## config.mk

```make
export PLATFORM = sky130hd
export DESIGN_NAME = ktarp_front
export DESIGN_NICKNAME = d
export VERILOG_FILES = /design/src/hdl/ktarp_pkg.sv /design/src/hdl/ktarp_front.sv
export SDC_FILE = /design/constraint.sdc
export NUM_CORES = 1
export LEC_CHECK = 0
export ABC_AREA = 0
export BUFFER_PORTS_ARGS = -buffer_cell sky130_fd_sc_hd__buf_2
export CAP_MARGIN = 15
export CORE_ASPECT_RATIO = 0.75
export CORE_MARGIN = 5
export CORE_UTILIZATION = 57
export CTS_BUF_LIST = sky130_fd_sc_hd__clkbuf_4 sky130_fd_sc_hd__clkbuf_8 sky130_fd_sc_hd__clkbuf_16
export DETAILED_ROUTE_END_ITERATION = 7
export HOLD_SLACK_MARGIN = 0.05
export MAX_ROUTING_LAYER = met4
export PLACE_DENSITY = 0.77
export SLEW_MARGIN = 20
export SYNTH_ARGS = -nofsm -noshare
export SYNTH_HDL_FRONTEND = slang
export SYNTH_SLANG_ARGS = --single-unit
```

## constraint.sdc

```tcl
create_clock -name clk -period 4.4 [get_ports clk]
set_input_delay 0.44 -clock clk [delete_from_list [all_inputs] [get_ports clk]]
set_output_delay 0.44 -clock clk [all_outputs]
set_load 0.02 [all_outputs]
```

## src/hdl/ktarp_pkg.sv

```systemverilog
package ktarp_pkg;

  // Field widths
  localparam int KIND_W  = 2;
  localparam int ROUND_W = 3;
  localparam int BYTE_W  = 8;
  localparam int BLOCK_W = 64;
  localparam int ADDR_W  = ROUND_W + BYTE_W;
  localparam int TABLE_DEPTH = 2048;

  // Rotation amount per round
  localparam int ROT_BITS = 8;

  // Item kinds
  localparam logic [KIND_W-1:0] KIND_LOAD_FWD = 2'd0;
  localparam logic [KIND_W-1:0] KIND_LOAD_INV = 2'd1;
  localparam logic [KIND_W-1:0] KIND_XF_FWD   = 2'd2;
  localparam logic [KIND_W-1:0] KIND_XF_INV   = 2'd3;

  // Round bounds
  localparam logic [ROUND_W-1:0] ROUND_FIRST = 3'd0;
  localparam logic [ROUND_W-1:0] ROUND_LAST  = 3'd7;

  // Classified request passed from front to back
  typedef struct packed {
    logic                is_load;
    logic                inv;
    logic [ADDR_W-1:0]   addr;
    logic [BLOCK_W-1:0]  value;
  } req_t;

  function automatic logic [BLOCK_W-1:0] rotl8(input logic [BLOCK_W-1:0] v);
    rotl8 = {v[BLOCK_W-ROT_BITS-1:0], v[BLOCK_W-1:BLOCK_W-ROT_BITS]};
  endfunction

  function automatic logic [BLOCK_W-1:0] rotr8(input logic [BLOCK_W-1:0] v);
    rotr8 = {v[ROT_BITS-1:0], v[BLOCK_W-1:ROT_BITS]};
  endfunction

endpackage

```

## src/hdl/ktarp_front.sv

```systemverilog
module ktarp_front #(
  parameter int DEPTH = 4
) (
  input  logic                          clk,
  input  logic                          rst_n,
  input  logic                          start,
  output logic                          busy,
  input  logic [ktarp_pkg::KIND_W-1:0]  in_kind,
  input  logic [ktarp_pkg::ROUND_W-1:0] in_round_sel,
  input  logic [ktarp_pkg::BYTE_W-1:0]  in_byte_sel,
  input  logic [ktarp_pkg::BLOCK_W-1:0] in_value,
  output logic                          q_valid,
  output ktarp_pkg::req_t               q_req,
  input  logic                          q_pop
);
  import ktarp_pkg::*;

  localparam int PTR_W = (DEPTH > 1) ? $clog2(DEPTH) : 1;
  localparam int CNT_W = $clog2(DEPTH + 1);
  localparam logic [PTR_W-1:0] PTR_LAST = PTR_W'(DEPTH - 1);
  localparam logic [CNT_W-1:0] CNT_FULL = CNT_W'(DEPTH);

  req_t             mem [DEPTH];
  req_t             req_in;
  logic [PTR_W-1:0] wr_ptr_r, wr_ptr_nxt;
  logic [PTR_W-1:0] rd_ptr_r, rd_ptr_nxt;
  logic [CNT_W-1:0] count_r, count_nxt;
  logic             push;

  // Classify the incoming request
  always_comb begin
    req_in.is_load = (in_kind == KIND_LOAD_FWD) || (in_kind == KIND_LOAD_INV);
    req_in.inv     = (in_kind == KIND_LOAD_INV) || (in_kind == KIND_XF_INV);
    req_in.addr    = {in_round_sel, in_byte_sel};
    req_in.value   = in_value;
  end

  assign busy    = (count_r == CNT_FULL);
  assign push    = start && !busy;
  assign q_valid = (count_r != '0);
  assign q_req   = mem[rd_ptr_r];

  // Pointer and fill count update
  always_comb begin
    wr_ptr_nxt = wr_ptr_r;
    rd_ptr_nxt = rd_ptr_r;
    count_nxt  = count_r;
    if (push) begin
      wr_ptr_nxt = (wr_ptr_r == PTR_LAST) ? '0 : wr_ptr_r + 1'b1;
    end
    if (q_pop) begin
      rd_ptr_nxt = (rd_ptr_r == PTR_LAST) ? '0 : rd_ptr_r + 1'b1;
    end
    if (push && !q_pop) begin
      count_nxt = count_r + 1'b1;
    end else if (!push && q_pop) begin
      count_nxt = count_r - 1'b1;
    end
  end

  always_ff @(posedge clk) begin
    if (!rst_n) begin
      wr_ptr_r <= '0;
      rd_ptr_r <= '0;
      count_r  <= '0;
    end else begin
      wr_ptr_r <= wr_ptr_nxt;
      rd_ptr_r <= rd_ptr_nxt;
      count_r  <= count_nxt;
    end
  end

  // Queue storage
  always_ff @(posedge clk) begin
    if (push) begin
      mem[wr_ptr_r] <= req_in;
    end
  end

endmodule

```

Word-level counts from Yosys, hierarchy flattened
Memory sizes are Yosys's and may differ from the RTL's. A register that Yosys moved wholly into a read port is not among the register bits.
Cells that the tools add are included.
{"block": "classes", "n_addsub": 4, "muxes": 8, "n_reduce_logical": 11, "eq_ne": 5}
{"op": "$mux 2", "n": 4}
{"op": "$eq 2x2->1 const B", "n": 3}
{"op": "$mux 3", "n": 2}
{"op": "$add 2x1->2 const B", "n": 2}
{"op": "$add 3x1->3 const B", "n": 1}
{"op": "$eq 3x3->1 const B", "n": 1}
{"op": "$logic_and 1x1->1", "n": 3}
{"op": "$logic_not 1->1", "n": 3}
{"op": "$reduce_bool 3->1", "n": 1}
{"op": "$sub 3x1->3 const B", "n": 1}
{"op": "$eq 2x1->1 const B", "n": 1}
{"op": "$logic_not 2->1", "n": 1}
{"op": "$logic_or 1x1->1", "n": 2}
{"op": "$mux 1", "n": 2}
{"op": "$reduce_bool 2->1", "n": 1}
{"block": "word_totals", "elab_cells": 32, "input_bits": 81, "ramBits": 308, "out_inout_bits": 79, "mem_count": 1, "reg_bits": 7}
{"name": "mem", "words": 4, "word_bits": 77, "read_ports": 1, "rd_ports_with_merged_regs": 1, "wr": 1, "line": "ktarp_front.sv:23", "text": "req_t mem [DEPTH];"}

Depth between registers and ports, before layout
{"block": "depth", "ltp_word": 7, "ltp_mapped": 9, "depth_no_buf": 8}

Worst setup path before layout
No wires, ideal clock.
{"block": "synth_path", "kind": "register -> register", "startpoint": "reg count_r[0]", "endpoint": "mem mem[0][0] in the netlist's numbering, enable pin", "path_stages_with_launch": 5, "required_time_ns": 3.956, "slack_ns": 1.233, "t_arrival_ns": 2.723, "cell_sequence": "dfxtp_1 > nor3b_1 > nor2b_1 > clkbuf_1 > and2_1"}
{"block": "synth_between", "elab_chain_len": 5}
{"element": "start, declared", "line": "ktarp_front.sv:27", "text": "logic [CNT_W-1:0] count_r, count_nxt;"}
{"element": "start signal, assigned", "line": "ktarp_front.sv:69", "text": "count_r <= count_nxt;"}
{"element": "$eq 3x3->1", "line": "ktarp_front.sv:38", "text": "assign busy = (count_r == CNT_FULL);"}
{"element": "via busy", "line": "ktarp_front.sv:7", "text": "output logic busy,"}
{"element": "$logic_not 1->1", "line": "ktarp_front.sv:39", "text": "assign push = start && !busy;"}
{"element": "$logic_and 1x1->1", "line": "ktarp_front.sv:39"}
{"element": "via push", "line": "ktarp_front.sv:28", "text": "logic push;"}
{"element": "$mux 1", "line": "ktarp_front.sv:75", "text": "if (push) begin"}
{"element": "$mux 1 (implied by the code)", "line": "ktarp_front.sv:76", "text": "mem[wr_ptr_r] <= req_in;"}
{"element": "end, declared", "line": "ktarp_front.sv:23"}
The timed path passes the listed nets, and every way through them passes these cells.

==> results.sh <==
export IMPL_status="finished clean"
export IMPL_cts_sinks=317
export IMPL_place_congestion=0.718
export IMPL_synth_simple_area_share=0.00861
export IMPL_p_int_w=0.00534
export IMPL_ys_async_sr_fraction=0
export IMPL_seqPwrFrac=0.532
export IMPL_dieHeight_um=134
export IMPL_fillCellCount=1272
export IMPL_ys_seq_area_frac=0.811
export IMPL_drv_cap=0
export IMPL_grt_pass1_vias=5626
export IMPL_core_rowCount=45
export IMPL_place_hpwl_mm=12.3
export IMPL_finalClockSkew_ns=0.0166
export IMPL_rsz0062_at_grt="false"
export IMPL_synth_top_cell_area_share=0.795
export IMPL_ys_flop_type="edfxtp_1"
export IMPL_muxShareOfSynthArea=0.153
export IMPL_p_comb_frac=0.137
export IMPL_syn_area_per_cell_sq_um=25.6
export IMPL_hold_buffers=0
export IMPL_critPathSlowestCell="dfxtp_4"
export IMPL_multi_input_area_sq_um=2020
export IMPL_ir_drop_mv=0.339
export IMPL_pwr_density_cell_nw_per_um2=515
export IMPL_r2r_setup_slack_ns=1.86
export IMPL_grt_max_degree=78
export IMPL_synth_edf_count=308
export IMPL_post_route_util=0.677
export IMPL_tns_ns=0
export IMPL_htreeDepth=1
export IMPL_routed_wl_mm=20.8
export IMPL_synthAdderAreaFrac=0.00818
export IMPL_die_w_um=175
export IMPL_postCtsSetupBuffers=0
export IMPL_hold_violations=0
export IMPL_core_sq_um=20200
export IMPL_switching_share=0.241
export IMPL_postRouteAntennaNets=0
export IMPL_grt_usage=0.185
export IMPL_root_buffer="clkbuf_16"
export IMPL_cp_required_ns=3.96
export IMPL_start_util=0.577
export IMPL_p_leak_nw=4.61
export IMPL_drv_slew=0
export IMPL_yosysMostFrequentCell="edfxtp_1"
export IMPL_overflow=0
export IMPL_path_max_fanout=45
export IMPL_ys_warn_count=0
export IMPL_cts_reportedPaths_clkPinSlew_ns=0.06
export IMPL_io_buffers=159
export IMPL_clk_latency_ns=0.54
export IMPL_drc=0
export IMPL_cts_buffers=30
export IMPL_vias_per_cell=5.73
export IMPL_crit_end="q_req[26]"
export IMPL_vias=5257
export IMPL_synth_cell_types=24
export IMPL_hp_class="in2reg"
export IMPL_cts_tree="done"
export IMPL_cts_max_path_buffers=3
export IMPL_wl_per_cell_um=22.7
export IMPL_antenna_found_initial=5
export IMPL_drtPass1Iterations=5
export IMPL_dieArea_sq_um=23400
export IMPL_regArea_sq_um=9440
export IMPL_fin_crit_ns=3.07
export IMPL_final_layout_size_suffix_gt1_frac=0.451
export IMPL_finalNetCount=721
export IMPL_setup_viol=0
export IMPL_synth_nets=542
export IMPL_cts_resized=0
export IMPL_synth_top_family_by_area="multiplexers"
export IMPL_drt_iter0_drc=523
export IMPL_p_sw_w=0.00169
export IMPL_postSynthCellCount=454
export IMPL_path_cells="buf_12 > mux4_2 > buf_2"
export IMPL_slowest_delay_ns=0.96
export IMPL_clock_power_share=0.332
export IMPL_cp_arrival_ns=2.63
export IMPL_synth_compound_area_frac=0.00172
export IMPL_syn_to_final_growth_pct=17.4
export IMPL_yosys_top_cells_count="edfxtp_1, mux4_2, dfxtp_1"
export IMPL_synthTopCellsByArea="edfxtp_1, mux4_2, dfxtp_1"
export IMPL_ios=160
export IMPL_r2r_end="mem[1][5]"
export IMPL_yosysTopAreaCell="edfxtp_1"
export IMPL_holdWs_ns=0.116
export IMPL_finalCritPeriodShare=0.697
export IMPL_tightestPinTransition_ns=1.04
export IMPL_power_w=0.00703
export IMPL_rr_startpoint="count_r[0]"
export IMPL_grt_pass1_wl_mm=32.4
export IMPL_fmax_mhz=326
export IMPL_cp_start_kind="flip-flop"
export IMPL_maxSlewHeadroom=0.309
export IMPL_ys_ff_latch=317
export IMPL_critPathKind="reg2out"
export IMPL_syn_area_sq_um=11600
export IMPL_end_kind="output pin"
export IMPL_worstRegToRegCells=4
export IMPL_synth_xor_area_share=0.00151
==> power by group through the flow <==
stage	logic, W	registers (W)	clock network (W)
CTS	0.000959	0.00376	0.00238
finish	0.000962	0.00374	0.00233
detailed placement	0.000953	0.00382	0
global placement	0.000925	0.00379	0
floorplan	0.000650	0.00376	0
global route	0.00103	0.00376	0.00253
==> routing by layer <==
metal,vias up,share of wire,global-route usage
met2,213,0.48,0.288
met5,-,0,-
met3,37,0.080,0.0479
met4,0,0.023,0.0423
met1,2715,0.42,0.254
li1,2292,-,-
==> cells by family (layout without fill, tap and decap cells) <==
family | after synthesis | count (layout)
AO/OA/AOI/OAI | 3 | 3
XOR/XNOR | 2 | 2
AND/OR/NAND/NOR | 18 | 18
other | 0 | 5
buffers and inverters | 26 | 226
adder cells (fa/ha/maj) | 7 | 7
multiplexers | 81 | 81
flip-flops | 317 | 317
==> through the flow <==
| step | worst slack (ns) | cell area (sq um) | instances |
|---|---|---|---|
| CTS | 1.19 | 13600 | 910 |
| global route | 1.06 | 13600 | 917 |
| floorplan | 1.23 | 11600 | 454 |
| finish | 1.33 | 13600 | 917 |
| detailed placement | 1.78 | 12700 | 857 |
| global placement | 1.79 | 12600 | 855 |
==> cells in the final DEF, fill, tap and decap left out, drive strengths merged, types with 2 or more instances in the layout <==
cell	n
edfxtp	308
diode	5
or3	2
ha	6
inv	5
mux4	77
nand2	4
buf	168
clkinvlp	2
clkbuf	38
clkinv	13
and2	5
dfxtp	9
nor2b	4
mux2i	4
==> layout make-up <==
type                            instances  area share
Multi-Input combinational cell        111       0.148
Sequential cell                       317       0.692
Antenna cell                            5    0.000917
Timing Repair Buffer                  168      0.0690
Inverter                                5     0.00138
Tap cell                              258      0.0237
Clock inverter                         15     0.00504
Clock buffer                           38      0.0607
==> critical path: cells and delay by family, from the launching register on <==
kind / cells / cell delay (ns)
buf+inv: 2 / 0.54
flops: 1 / 0.96
mux: 1 / 0.57
==> worst min-delay path by stage <==
stage	startpoint	to	cells after the start
floorplan	count_r[2]	count_r[2]	2
global route	in_value[7]	mem[0][7]	1
CTS	in_value[41]	mem[2][41]	1
global placement	count_r[2]	count_r[2]	2
finish	in_value[41]	mem[1][41]	1
detailed placement	count_r[2]	count_r[2]	2
==> state kept, by name, summed over array words and instances (netlist names), named ones only <==
name / cells
mem: 308
count_r: 3
rd_ptr_r: 2
wr_ptr_r: 2
Power figures use the tool's default switching activity.
